File: src/sv/bvm_pkg.sv
// ============================================================================
// bvm_pkg
// Shared types, constants and sequencer codes of the bouncing vertex motion
// unit.
// ============================================================================
package bvm_pkg;

    // Geometry of the vertex store
    localparam int NUM_POLYGONS = 2;
    localparam int MAX_VERTICES = 6;
    localparam int COORD_BITS   = 12;
    localparam int NUM_SLOTS    = NUM_POLYGONS * MAX_VERTICES;

    localparam int POLY_W  = (NUM_POLYGONS > 1) ? $clog2(NUM_POLYGONS) : 1;
    localparam int VERT_W  = $clog2(MAX_VERTICES + 1);
    localparam int SLOT_W  = $clog2(NUM_SLOTS);
    localparam int SIZE_W  = COORD_BITS + 1;
    localparam int VEL_W   = 4;
    localparam int CFG_W   = 13;
    localparam int WORD_W  = 32;
    localparam int ITER_W  = $clog2(WORD_W);
    localparam int IN_W    = 32;
    localparam int OUT_W   = 32;

    // Seed mixing
    localparam logic [WORD_W-1:0] MIX_MUL       = 32'd2654435761;
    localparam logic [WORD_W-1:0] MIX_ADD       = 32'h9E3779B9;
    localparam logic [WORD_W-1:0] SEED_FALLBACK = 32'h12345678;

    // Generator shifts
    localparam int SHIFT_A = 13;
    localparam int SHIFT_B = 17;
    localparam int SHIFT_C = 5;

    // Draw ranges
    localparam int VCOUNT_LO   = 3;
    localparam int VCOUNT_SPAN = MAX_VERTICES - VCOUNT_LO + 1;
    localparam int MAG_LO      = 2;
    localparam int MAG_HI      = 7;
    localparam int MAG_SPAN    = MAG_HI - MAG_LO + 1;

    // Reset values of the area registers
    localparam logic [CFG_W-1:0] AREA_W_RESET = 13'd1280;
    localparam logic [CFG_W-1:0] AREA_H_RESET = 13'd720;
    localparam logic [CFG_W-1:0] AREA_TOP     = CFG_W'(1 << COORD_BITS);

    // Register indexes
    typedef enum logic {
        REG_AREA_WIDTH  = 1'b0,
        REG_AREA_HEIGHT = 1'b1
    } t_reg_idx;

    // Input action codes
    typedef enum logic {
        ACT_TICK = 1'b0,
        ACT_INIT = 1'b1
    } t_action;

    // Sequencer states
    typedef enum logic [2:0] {
        ST_IDLE,
        ST_SEED,
        ST_FIX,
        ST_DRAW,
        ST_DIV,
        ST_APPLY,
        ST_MOVE,
        ST_EMIT
    } t_state;

    // Which random draw the sequencer is on
    typedef enum logic [2:0] {
        DR_COUNT,
        DR_X,
        DR_Y,
        DR_MAGX,
        DR_SGNX,
        DR_MAGY,
        DR_SGNY
    } t_draw;

    // One axis of one vertex
    typedef struct packed {
        logic [COORD_BITS-1:0]   pos;
        logic signed [VEL_W-1:0] vel;
    } t_axis;

endpackage

File: src/sv/bouncing_vertex_motion_unit.sv
// ============================================================================
// bouncing_vertex_motion_unit
// Two polygons of bouncing vertices placed by a xorshift32 generator and
// advanced one tick at a time.
// ============================================================================
// An init item (tuser = 1) mixes tdata into the generator seed and places
// 3 to 6 vertices per polygon; a tick item (tuser = 0) moves every vertex by
// its velocity and bounces it off the area edges. Either item returns one
// result per vertex, polygon by polygon, with tlast on the final one; a tick
// before any init returns nothing. The block takes one item at a time. Every
// range draw runs through one shared restoring remainder unit that retires
// one dividend bit per cycle; a sign draw skips the unit and takes the low bit
// of the generator word, and a one-value range gives zero. A tick moves every
// vertex, polygon by polygon, then walks them again to emit. Results sit in an
// output register, so the next item is taken while the last result waits.
module bouncing_vertex_motion_unit
    import bvm_pkg::*;
(
    input  logic              i_clk,
    input  logic              i_rst_n,
    // configuration
    input  logic              i_cfg_we,
    input  logic              i_cfg_addr,
    input  logic [CFG_W-1:0]  i_cfg_wdata,
    // input items
    input  logic              s_axis_tvalid,
    output logic              s_axis_tready,
    input  logic [IN_W-1:0]   s_axis_tdata,   // [31:0] time_ms
    input  logic              s_axis_tuser,   // [0] action
    // result items
    output logic              m_axis_tvalid,
    input  logic              m_axis_tready,
    // [0] polygon_index, [3:1] vertex_index, [6:4] vertex_total,
    // [18:7] x_pos, [30:19] y_pos, [31] zero
    output logic [OUT_W-1:0]  m_axis_tdata,
    output logic              m_axis_tlast
);

    // ------------------------------------------------------------------
    // Helpers
    // ------------------------------------------------------------------
    function automatic logic [WORD_W-1:0] xorshift(input logic [WORD_W-1:0] w);
        logic [WORD_W-1:0] x;
        x = w;
        x = x ^ (x << SHIFT_A);
        x = x ^ (x >> SHIFT_B);
        x = x ^ (x << SHIFT_C);
        return x;
    endfunction

    function automatic logic [SIZE_W-1:0] eff_size(input logic [CFG_W-1:0] v);
        logic [CFG_W-1:0] s;
        if (v == '0) begin
            s = CFG_W'(1);
        end else if (v > AREA_TOP) begin
            s = AREA_TOP;
        end else begin
            s = v;
        end
        return SIZE_W'(s);
    endfunction

    function automatic t_axis move_axis(input t_axis a, input logic [SIZE_W-1:0] size);
        logic signed [COORD_BITS+1:0] sum;
        t_axis                        r;
        sum = $signed({2'b00, a.pos})
            + $signed({{(COORD_BITS + 2 - VEL_W){a.vel[VEL_W-1]}}, a.vel});
        r = a;
        if (sum[COORD_BITS+1]) begin
            r.pos = '0;
            r.vel = -a.vel;
        end else if (sum[COORD_BITS:0] >= size) begin
            r.pos = COORD_BITS'(size - SIZE_W'(1));
            r.vel = -a.vel;
        end else begin
            r.pos = sum[COORD_BITS-1:0];
        end
        return r;
    endfunction

    // ------------------------------------------------------------------
    // Registers
    // ------------------------------------------------------------------
    t_state                   r_state, n_state;
    t_draw                    r_draw;
    logic [CFG_W-1:0]         r_area_w, r_area_h;
    logic [WORD_W-1:0]        r_time;
    logic [WORD_W-1:0]        r_rng;
    logic [WORD_W-1:0]        r_shift;
    logic [SIZE_W-1:0]        r_rem;
    logic [SIZE_W-1:0]        r_divisor;
    logic [ITER_W-1:0]        r_iter;
    logic [VEL_W-1:0]         r_mag;
    logic [POLY_W-1:0]        r_poly;
    logic [VERT_W-1:0]        r_vert;
    logic [VERT_W-1:0]        r_vcnt [NUM_POLYGONS];
    logic                     r_out_valid;
    logic [OUT_W-1:0]         r_out_data;
    logic                     r_out_last;

    logic [COORD_BITS-1:0]    r_px [NUM_SLOTS];
    logic [COORD_BITS-1:0]    r_py [NUM_SLOTS];
    logic signed [VEL_W-1:0]  r_vx [NUM_SLOTS];
    logic signed [VEL_W-1:0]  r_vy [NUM_SLOTS];

    // ------------------------------------------------------------------
    // Derived signals
    // ------------------------------------------------------------------
    logic [SIZE_W-1:0]  w_eff_w, w_eff_h;
    logic [WORD_W-1:0]  w_nxt_word;
    logic               w_accept;
    logic               w_slot_free;
    logic               w_load_out;
    logic [SLOT_W-1:0]  w_slot;
    logic [VERT_W-1:0]  w_cur_cnt;
    logic               w_in_poly;
    logic               w_last_poly;
    logic               w_vert_end;
    logic               w_later_empty;
    logic               w_skip;
    logic               w_sign_draw;
    logic [SIZE_W-1:0]  w_divisor;
    logic [SIZE_W:0]    w_trial;
    logic [SIZE_W-1:0]  w_rem_next;
    t_axis              w_ax, w_ay;

    assign w_eff_w     = eff_size(r_area_w);
    assign w_eff_h     = eff_size(r_area_h);
    assign w_nxt_word  = xorshift(r_rng);
    assign w_accept    = s_axis_tvalid && s_axis_tready;
    assign w_slot_free = !r_out_valid || m_axis_tready;
    assign w_slot      = SLOT_W'(r_poly * MAX_VERTICES) + SLOT_W'(r_vert);
    assign w_cur_cnt   = r_vcnt[r_poly];
    assign w_in_poly   = r_vert < w_cur_cnt;
    assign w_last_poly = r_poly == POLY_W'(NUM_POLYGONS - 1);
    assign w_vert_end  = r_vert == VERT_W'(w_cur_cnt - VERT_W'(1));
    assign w_sign_draw = (r_draw == DR_SGNX) || (r_draw == DR_SGNY);

    // True when no polygon after the current one has any vertex
    always_comb begin
        w_later_empty = 1'b1;
        for (int i = 0; i < NUM_POLYGONS; i++) begin
            if ((POLY_W'(i) > r_poly) && (r_vcnt[i] != '0)) begin
                w_later_empty = 1'b0;
            end
        end
    end

    // Pick the range of the current draw
    always_comb begin
        w_divisor = SIZE_W'(MAG_SPAN);
        w_skip    = 1'b0;
        unique case (r_draw)
            DR_COUNT: begin
                w_divisor = SIZE_W'(VCOUNT_SPAN);
                w_skip    = VCOUNT_SPAN == 1;
            end
            DR_X: begin
                w_divisor = w_eff_w;
                w_skip    = w_eff_w == SIZE_W'(1);
            end
            DR_Y: begin
                w_divisor = w_eff_h;
                w_skip    = w_eff_h == SIZE_W'(1);
            end
            DR_MAGX, DR_SGNX, DR_MAGY, DR_SGNY: begin
                w_divisor = SIZE_W'(MAG_SPAN);
                w_skip    = 1'b0;
            end
            default: begin
                w_divisor = SIZE_W'(MAG_SPAN);
                w_skip    = 1'b0;
            end
        endcase
    end

    // One restoring remainder step
    assign w_trial    = {r_rem, r_shift[WORD_W-1]};
    assign w_rem_next = (w_trial >= {1'b0, r_divisor})
                      ? SIZE_W'(w_trial - {1'b0, r_divisor})
                      : SIZE_W'(w_trial);

    // Bounce both axes of the current vertex
    assign w_ax = move_axis('{pos: r_px[w_slot], vel: r_vx[w_slot]}, w_eff_w);
    assign w_ay = move_axis('{pos: r_py[w_slot], vel: r_vy[w_slot]}, w_eff_h);

    // ------------------------------------------------------------------
    // Sequencer: next state
    // ------------------------------------------------------------------
    always_comb begin
        n_state = r_state;
        unique case (r_state)
            ST_IDLE: begin
                if (w_accept) begin
                    n_state = (t_action'(s_axis_tuser) == ACT_INIT) ? ST_SEED : ST_MOVE;
                end
            end
            ST_SEED: n_state = ST_FIX;
            ST_FIX:  n_state = ST_DRAW;
            ST_DRAW: begin
                if (w_skip || w_sign_draw) begin
                    n_state = ST_APPLY;
                end else begin
                    n_state = ST_DIV;
                end
            end
            ST_DIV: begin
                if (r_iter == ITER_W'(WORD_W - 1)) begin
                    n_state = ST_APPLY;
                end
            end
            ST_APPLY: begin
                if ((r_draw == DR_SGNY) && w_vert_end && w_last_poly) begin
                    n_state = ST_EMIT;
                end else begin
                    n_state = ST_DRAW;
                end
            end
            ST_MOVE: begin
                if (!w_in_poly && w_last_poly) begin
                    n_state = ST_EMIT;
                end
            end
            ST_EMIT: begin
                if (!w_in_poly && w_last_poly) begin
                    n_state = ST_IDLE;
                end
            end
            default: n_state = ST_IDLE;
        endcase
    end

    // ------------------------------------------------------------------
    // Sequencer: outputs
    // ------------------------------------------------------------------
    always_comb begin
        s_axis_tready = r_state == ST_IDLE;
        w_load_out    = (r_state == ST_EMIT) && w_in_poly && w_slot_free;
    end

    // ------------------------------------------------------------------
    // Control registers
    // ------------------------------------------------------------------
    always_ff @(posedge i_clk) begin
        if (!i_rst_n) begin
            r_state     <= ST_IDLE;
            r_draw      <= DR_COUNT;
            r_area_w    <= AREA_W_RESET;
            r_area_h    <= AREA_H_RESET;
            r_rng       <= '0;
            r_poly      <= '0;
            r_vert      <= '0;
            r_iter      <= '0;
            r_out_valid <= 1'b0;
            for (int i = 0; i < NUM_POLYGONS; i++) begin
                r_vcnt[i] <= '0;
            end
        end else begin
            r_state <= n_state;

            // Take configuration writes
            if (i_cfg_we) begin
                unique case (t_reg_idx'(i_cfg_addr))
                    REG_AREA_WIDTH:  r_area_w <= i_cfg_wdata;
                    REG_AREA_HEIGHT: r_area_h <= i_cfg_wdata;
                    default: ;
                endcase
            end

            // Drop the result once taken, refill from the emit walk
            if (w_load_out) begin
                r_out_valid <= 1'b1;
            end else if (m_axis_tready) begin
                r_out_valid <= 1'b0;
            end

            unique case (r_state)
                ST_IDLE: begin
                    if (w_accept) begin
                        r_poly <= '0;
                        r_vert <= '0;
                        r_draw <= DR_COUNT;
                    end
                end
                ST_SEED: begin
                    r_rng <= WORD_W'(r_time * MIX_MUL) + MIX_ADD;
                end
                ST_FIX: begin
                    if (r_rng == '0) begin
                        r_rng <= SEED_FALLBACK;
                    end
                end
                ST_DRAW: begin
                    r_iter <= '0;
                    if (!w_skip) begin
                        r_rng <= w_nxt_word;
                    end
                end
                ST_DIV: begin
                    r_iter <= r_iter + ITER_W'(1);
                end
                ST_APPLY: begin
                    unique case (r_draw)
                        DR_COUNT: begin
                            r_vcnt[r_poly] <= VERT_W'(VCOUNT_LO) + VERT_W'(r_rem);
                            r_vert         <= '0;
                            r_draw         <= DR_X;
                        end
                        DR_X:    r_draw <= DR_Y;
                        DR_Y:    r_draw <= DR_MAGX;
                        DR_MAGX: r_draw <= DR_SGNX;
                        DR_SGNX: r_draw <= DR_MAGY;
                        DR_MAGY: r_draw <= DR_SGNY;
                        DR_SGNY: begin
                            if (!w_vert_end) begin
                                r_vert <= r_vert + VERT_W'(1);
                                r_draw <= DR_X;
                            end else if (!w_last_poly) begin
                                r_poly <= r_poly + POLY_W'(1);
                                r_draw <= DR_COUNT;
                            end else begin
                                r_poly <= '0;
                                r_vert <= '0;
                                r_draw <= DR_COUNT;
                            end
                        end
                        default: r_draw <= DR_COUNT;
                    endcase
                end
                ST_MOVE, ST_EMIT: begin
                    // Walk the vertices; emit waits for a free output slot
                    if (w_in_poly) begin
                        if ((r_state == ST_MOVE) || w_slot_free) begin
                            r_vert <= r_vert + VERT_W'(1);
                        end
                    end else if (!w_last_poly) begin
                        r_poly <= r_poly + POLY_W'(1);
                        r_vert <= '0;
                    end else begin
                        r_poly <= '0;
                        r_vert <= '0;
                    end
                end
                default: ;
            endcase
        end
    end

    // ------------------------------------------------------------------
    // Payload registers: remainder unit, magnitude, output slot
    // ------------------------------------------------------------------
    always_ff @(posedge i_clk) begin
        if (w_accept) begin
            r_time <= s_axis_tdata;
        end

        // Load the remainder unit, or force zero on a one-value range
        if (r_state == ST_DRAW) begin
            r_rem     <= '0;
            r_shift   <= w_nxt_word;
            r_divisor <= w_divisor;
        end else if (r_state == ST_DIV) begin
            r_rem   <= w_rem_next;
            r_shift <= r_shift << 1;
        end

        // Hold the magnitude until its sign is drawn
        if ((r_state == ST_APPLY) && ((r_draw == DR_MAGX) || (r_draw == DR_MAGY))) begin
            r_mag <= VEL_W'(MAG_LO) + VEL_W'(r_rem);
        end

        if (w_load_out) begin
            r_out_data <= OUT_W'({r_py[w_slot], r_px[w_slot], w_cur_cnt, r_vert, r_poly});
            r_out_last <= w_vert_end && w_later_empty;
        end
    end

    // ------------------------------------------------------------------
    // Vertex store
    // ------------------------------------------------------------------
    always_ff @(posedge i_clk) begin
        if (r_state == ST_APPLY) begin
            unique case (r_draw)
                DR_X:    r_px[w_slot] <= COORD_BITS'(r_rem);
                DR_Y:    r_py[w_slot] <= COORD_BITS'(r_rem);
                DR_SGNX: r_vx[w_slot] <= r_rng[0] ? $signed(r_mag) : -$signed(r_mag);
                DR_SGNY: r_vy[w_slot] <= r_rng[0] ? $signed(r_mag) : -$signed(r_mag);
                DR_COUNT, DR_MAGX, DR_MAGY: ;
                default: ;
            endcase
        end else if ((r_state == ST_MOVE) && w_in_poly) begin
            r_px[w_slot] <= w_ax.pos;
            r_vx[w_slot] <= w_ax.vel;
            r_py[w_slot] <= w_ay.pos;
            r_vy[w_slot] <= w_ay.vel;
        end
    end

    assign m_axis_tvalid = r_out_valid;
    assign m_axis_tdata  = r_out_data;
    assign m_axis_tlast  = r_out_last;

    // ------------------------------------------------------------------
    // Assertions
    // ------------------------------------------------------------------
    a_rem_below_divisor: assert property (@(posedge i_clk) disable iff (!i_rst_n)
        (r_state == ST_DIV) |-> (r_rem < r_divisor))
        else $error("remainder reached the divisor");

    a_rng_nonzero: assert property (@(posedge i_clk) disable iff (!i_rst_n)
        (r_state == ST_DRAW) |-> (r_rng != '0))
        else $error("generator word is zero during a draw");

    a_init_seeds: assert property (@(posedge i_clk) disable iff (!i_rst_n)
        (w_accept && s_axis_tuser) |=> (r_state == ST_SEED))
        else $error("init item did not start seeding");

    for (genvar g = 0; g < NUM_POLYGONS; g++) begin : g_cnt_chk
        a_count_range: assert property (@(posedge i_clk) disable iff (!i_rst_n)
            (r_vcnt[g] == '0) || ((r_vcnt[g] >= VERT_W'(VCOUNT_LO))
                               && (r_vcnt[g] <= VERT_W'(MAX_VERTICES))))
            else $error("vertex count out of range");
    end

endmodule

File: config.mk
export PLATFORM = sky130hd
export DESIGN_NAME = bouncing_vertex_motion_unit
export DESIGN_NICKNAME = d
export VERILOG_FILES = /design/src/sv/bvm_pkg.sv /design/src/sv/bouncing_vertex_motion_unit.sv
export SDC_FILE = /design/constraint.sdc
export NUM_CORES = 2
export LEC_CHECK = 0
export ABC_AREA = 1
export BUFFER_PORTS_ARGS = -buffer_cell sky130_fd_sc_hd__buf_2
export CORE_ASPECT_RATIO = 1.75
export CORE_MARGIN = 1.5
export CORE_UTILIZATION = 40
export CTS_CLUSTER_SIZE = 8
export DETAILED_ROUTE_END_ITERATION = 10
export HOLD_SLACK_MARGIN = 0.03
export SYNTH_ARGS = -nofsm -noshare
export SYNTH_HDL_FRONTEND = slang
export SYNTH_SLANG_ARGS = --single-unit
File: constraint.sdc
create_clock -name i_clk -period 7.8 [get_ports i_clk]
set_clock_uncertainty 0.15 [all_clocks]
set_input_delay 0.78 -clock i_clk [delete_from_list [all_inputs] [get_ports i_clk]]
set_output_delay 0.78 -clock i_clk [all_outputs]
set_load 0.01 [all_outputs]
== Word level (Yosys, flattened, before mapping) ==
Memory sizes are Yosys's and may differ from the RTL's. A register that Yosys moved wholly into a read port is not among the register bits.
Index checks and enable logic that the tools add are counted.
Word-level totals
  register bits: 200
  bits in writable memories: 390
  input bits: 52
  output and inout bits: 35
  logic and storage cells: 200
  memories: 5
Memories
  r_px: depth 12, width 12, read ports 1, clocked after memory_dff 0, write ports 1, line bouncing_vertex_motion_unit.sv:101  | logic [COORD_BITS-1:0] r_px [NUM_SLOTS];
  r_py: depth 12, width 12, read ports 1, clocked after memory_dff 0, write ports 1, line bouncing_vertex_motion_unit.sv:102  | logic [COORD_BITS-1:0] r_py [NUM_SLOTS];
  r_vx: depth 12, width 4, read ports 1, clocked after memory_dff 0, write ports 1, line bouncing_vertex_motion_unit.sv:103  | logic signed [VEL_W-1:0] r_vx [NUM_SLOTS];
  r_vy: depth 12, width 4, read ports 1, clocked after memory_dff 0, write ports 1, line bouncing_vertex_motion_unit.sv:104  | logic signed [VEL_W-1:0] r_vy [NUM_SLOTS];
  r_vcnt: depth 2, width 3, read ports 3, clocked after memory_dff 1, write ports 2, line bouncing_vertex_motion_unit.sv:96  | logic [VERT_W-1:0] r_vcnt [NUM_POLYGONS];
Cells by class
  add/subtract/negate cells: 16
  multiply operators: 2
  order comparisons: 8
  equal/unequal tests: 29
  muxes and demuxes: 77
  bitwise gates (word level): 8
  reduce and logical (&&, ||, !) cells: 39
Operators by type and width (count)
  $mux W32: 4
  $pmux W32 S3: 1
  $mux W13: 5
  $xor A32 B32 Y32: 2
  $mux W12: 4
  $pmux W13 S3: 1
  $mux W3: 12
  $mux W1: 35
  $add A32 B32 Y32 const B: 1
  $logic_not A32 Y1: 1
  $mul A32 B32 Y32 const B: 1
  $mux W16: 2
  $xor A32 B15 Y32: 1
  $add A13 B4 Y14: 2
  $eq A13 B1 Y1 const B: 2
  $ge A13 B13 Y1: 2
  $gt A13 B13 Y1 const B: 2
  $logic_not A13 Y1: 2
  $pmux W3 S8: 1
  $sub A12 B1 Y12 const B: 2
  $eq A3 B3 Y1 const B: 7
  $pmux W3 S7: 1
  $mux W4: 5
  $ne A2 B2 Y1 const B: 8
  other kinds (40): 75

== Logic depth before layout (Yosys ltp) ==
  depth after elaboration: 8
  gate-level depth with buffers: 35

== Least setup slack after synthesis ==
Ideal clock, no wire load.
  path type: reg2reg
  start point: register r_time[3]
  end point: register r_rng[21]
  library setup time: 0.118 ns
  arrival time: 6.179 ns
  data required time: 7.532 ns
  slack: 1.353 ns
  cell stages (with the launch flop): 25
  buffers on the path: 0
  period minus slack after synthesis: 6.447 ns
  path through: edfxtp_1 -> inv_1 -> fa_1 -> inv_1 -> fa_1 -> fa_1 -> inv_1 -> fa_1 -> inv_1 -> fa_1 -> fa_1 -> fa_1 -> inv_1 -> fa_1 -> inv_1 -> ha_1 -> nand2_1 -> nor2_1 -> nand2_1 -> o311ai_0 -> nand2_1 -> nand2_1 -> nor2_1 -> nor3_1 -> nor2_1
On the way
  cells in the longest elaborated chain, start to end: 3
RTL lines
  start: declaration: line bouncing_vertex_motion_unit.sv:87  | logic [WORD_W-1:0] r_time;
  start signal: assignment: line bouncing_vertex_motion_unit.sv:354  | r_time <= s_axis_tdata;
  $mul A32 B32 Y32: line bouncing_vertex_motion_unit.sv:286  | r_rng <= WORD_W'(r_time * MIX_MUL) + MIX_ADD;
  $add A32 B32 Y32: line bouncing_vertex_motion_unit.sv:286
  $pmux W32 S3: line bouncing_vertex_motion_unit.sv:277  | unique case (r_state)
  end signal: assignment: line bouncing_vertex_motion_unit.sv:286
  end signal: assignment: line bouncing_vertex_motion_unit.sv:296  | r_rng <= w_nxt_word;
  end: declaration: line bouncing_vertex_motion_unit.sv:88  | logic [WORD_W-1:0] r_rng;
No other way between the ends.
A chain may end at the register's enable or synchronous reset.

== Worst setup path in the final report ==
  start point: register r_time[4]
  end point: register r_rng[24]
The elaborated chain is that of the path after synthesis.

==> out/qor.yml <==
worst_setup_path:
  critPathLaunchType: "register"
  path_max_fanout: 6
  crit_required_ns: 8.18
  endpoint_kind: "register"
  reg2reg_slack_ns: 0.36
  r2r-end: "r_rng[24]"
  worst-setup-path-type: "register to register"
  arrival_ns: 7.82
  r2r_cells: 24
  worstReg2RegStart: "r_time[4]"
logic_synthesis:
  postSynthAreaPerCell_sq_um: 10.1
  synth_nets: 4248
  synth_edf_count: 503
  yosys_warnings: 0
  synth_top_area_share_pct: 40.5
  synthTopCellsByArea: "edfxtp_1 40%, fa_1 12%, ha_1 9.3%"
  synth_area_leader_cell: "edfxtp_1"
  ys_seq_area_share_pct: 45.2
  syn_inst: 3704
  synth_cell_type_count: 59
  synth_top_flop_cell: "edfxtp_1"
  synthArstFlopShare_pct: 0
  synth-seq-cells: 591
  syn_area_sq_um: 37300
hold_path:
  hp-class: "input port to register"
  hold_depth: 1
  hold_start: "s_axis_tdata[13]"
  min_to: "r_time[13]"
route:
  postRouteAntennaNets: 0
  drc: 0
  avgViaCountPerCell: 5.33
  routedWlPerCell_um: 22.7
  via_count: 27300
  dr.pass1.iters: 5
  finalWirelength_mm: 116
  drt_iter0_markers: 1654
global_routing:
  grt_pass1_wl_mm: 172
  track_usage_pct: 24.9
  grt_use_met2_pct: 48.2
  use_met1_pct: 22.5
  antenna_found_initial: 4
  grt_max_degree: 60
  grt_overflow: 0
  grt_pass1_vias: 28600
  met3_usage_pct: 3.44
  busiest_layer: "met2"
die:
  chipHeight_um: 407
  initial_core_util_pct: 40.2
  dieArea_sq_um: 95200
  io_pins: 87
  dieWidth_um: 234
  core_region_area_sq_um: 92800
  core.rowCount: 148
timing:
  tightest_slew_ns: 1.33
  drv_slew: 0
  timing.slew.headroom_pct: 10.6
  layout_min_cycle_time_ns: 7.44
  final-hold-violation-count: 0
  finalCritPeriodShare_pct: 95.4
  grt_setup_unrepaired: "false"
  postLayoutSetupSlackWorst_ns: 0.361
  tns_ns: 0
  fmaxAchievable_ghz: 0.134
  setup_viol: 0
finish:
  nNetsFinal: 4406
  final_util_pct: 45.3
  final_common_cell: "inv_1"
  final_cell_mix: "604 x inv_1, 602 x nand2_1, 503 x edfxtp_1, 277 x ha_1, 254 x nor2_1"
  area_delta_synth_final_pct: 12.6
  post_route_cells_drive_above_1_share_pct: 9.17
  final_cells: 5116
outcome:
  status: "finished, final reports clean"
placement:
  dp.cells: 4975
  gp_congestion: 1.00
  pre_cts_ws_ns: 0.424
  port_buffers: 85
  dpl.hpwl_mm: 90.2
flow_run:
  maxCapViolations: 0
clock_network:
  postCtsSetupRepairBufs: 0
  numCtsBuffers: 85
  cts_max_level: 3
  hold_buffers: 0
  cts_root_buf: "clkbuf_16"
  cts_tree: "built"
  clk_latency_ns: 0.68
  ctsLongestPathBuffers: 3
  clk_pin_slew_ns: 0.05
  cts.sinks: 591
  cts_resized: 0
-- per-stage QoR --
| stage | area (sq um) | hold WS (ns) |
|---|---|---|
| final | 42000 | 0.130 |
| after global routing | 42000 | 0.100 |
| after CTS | 42000 | 0.0750 |
| after detailed placement | 39500 | 0.308 |
| after global placement | 39500 | 0.301 |
| after floorplan | 37300 | 0.287 |
-- routing by layer --
metal	share of wire (%)	up-vias
li1	-	12800
met1	32	13300
met2	55	820
met3	3.8	371
met4	9.2	0
met5	0	-
-- flip-flops by register name, indices dropped and copies added (netlist names), 4 cells and up, named ones only --
signal	count
m_axis_tdata	31
r_iter	5
r_divisor	13
r_vcnt	6
r_px	144
r_rem	13
r_vy	48
r_rng	32
r_mag	4
r_shift	32
r_area_w	13
r_area_h	13
r_time	32
r_py	144
r_vx	48
-- worst max-delay path, stage by stage, from the launching register on --
cell	delay, ns
edfxtp_1	0.52
inv_1	0.22
fa_1	0.57
inv_1	0.07
fa_1	0.39
fa_1	0.49
inv_1	0.05
fa_1	0.47
inv_1	0.05
fa_1	0.49
fa_1	0.50
fa_1	0.49
inv_1	0.05
fa_1	0.48
inv_1	0.04
ha_1	0.33
a21oi_1	0.29
o21ai_0	0.13
a21oi_1	0.44
nand3_1	0.35
a21oi_1	0.26
xor2_1	0.17
nor2_1	0.06
nor2_1	0.17
nor2_1	0.07
-- how the worst max path moves through the flow --
stage	start	to	slack, ns	cells past startpoint
after floorplan	r_time[3]	r_rng[21]	1.35	24
after global placement	r_time[3]	r_rng[24]	0.44	24
after detailed placement	r_time[4]	r_rng[24]	0.42	24
after CTS	r_time[4]	r_rng[24]	0.37	24
after global routing	r_time[3]	r_rng[24]	0.18	24
final	r_time[4]	r_rng[24]	0.36	24
-- synth_stat cells (all sizes together), types with 7 or more instances --
cell / number
nand2: 619
inv: 616
edfxtp: 503
nor2: 278
ha: 277
fa: 215
a21oi: 212
o21ai: 183
a22oi: 180
nand3: 117
dfxtp: 88
xor2: 68
buf: 52
clkbuf: 46
xnor2: 44
nand4: 31
a211o: 23
o22ai: 23
nor3: 21
or2: 19
a21o: 14
o211ai: 14
o21bai: 10
a211oi: 8
a31oi: 7
-- logic make-up after synthesis --
family                     share of synthesized area, %
adders and majority gates                          20.8
DFF                                                45.2
other                                            0.0101
xor gates and xnor gates                           2.63
and+or+nand+nor                                    12.4
buffers and inverters                              7.48
AOI/OAI and AO/OA                                  11.5
-- area by class of cell --
cell class                      count  area, sq um
Inverter                          619         2330
Sequential cell                   591        16900
Multi-Input combinational cell   2396        17700
Antenna cell                        2         5.00
Timing Repair Buffer              169         1080
Tap cell                         1200         1500
Clock inverter                     11          238
Clock buffer                      128         2290
Fill cell                        8747        50800
Power is left out: the tool's default activity adds up to more than one toggle a clock period on the data nets, which glitch-free logic cannot reach.
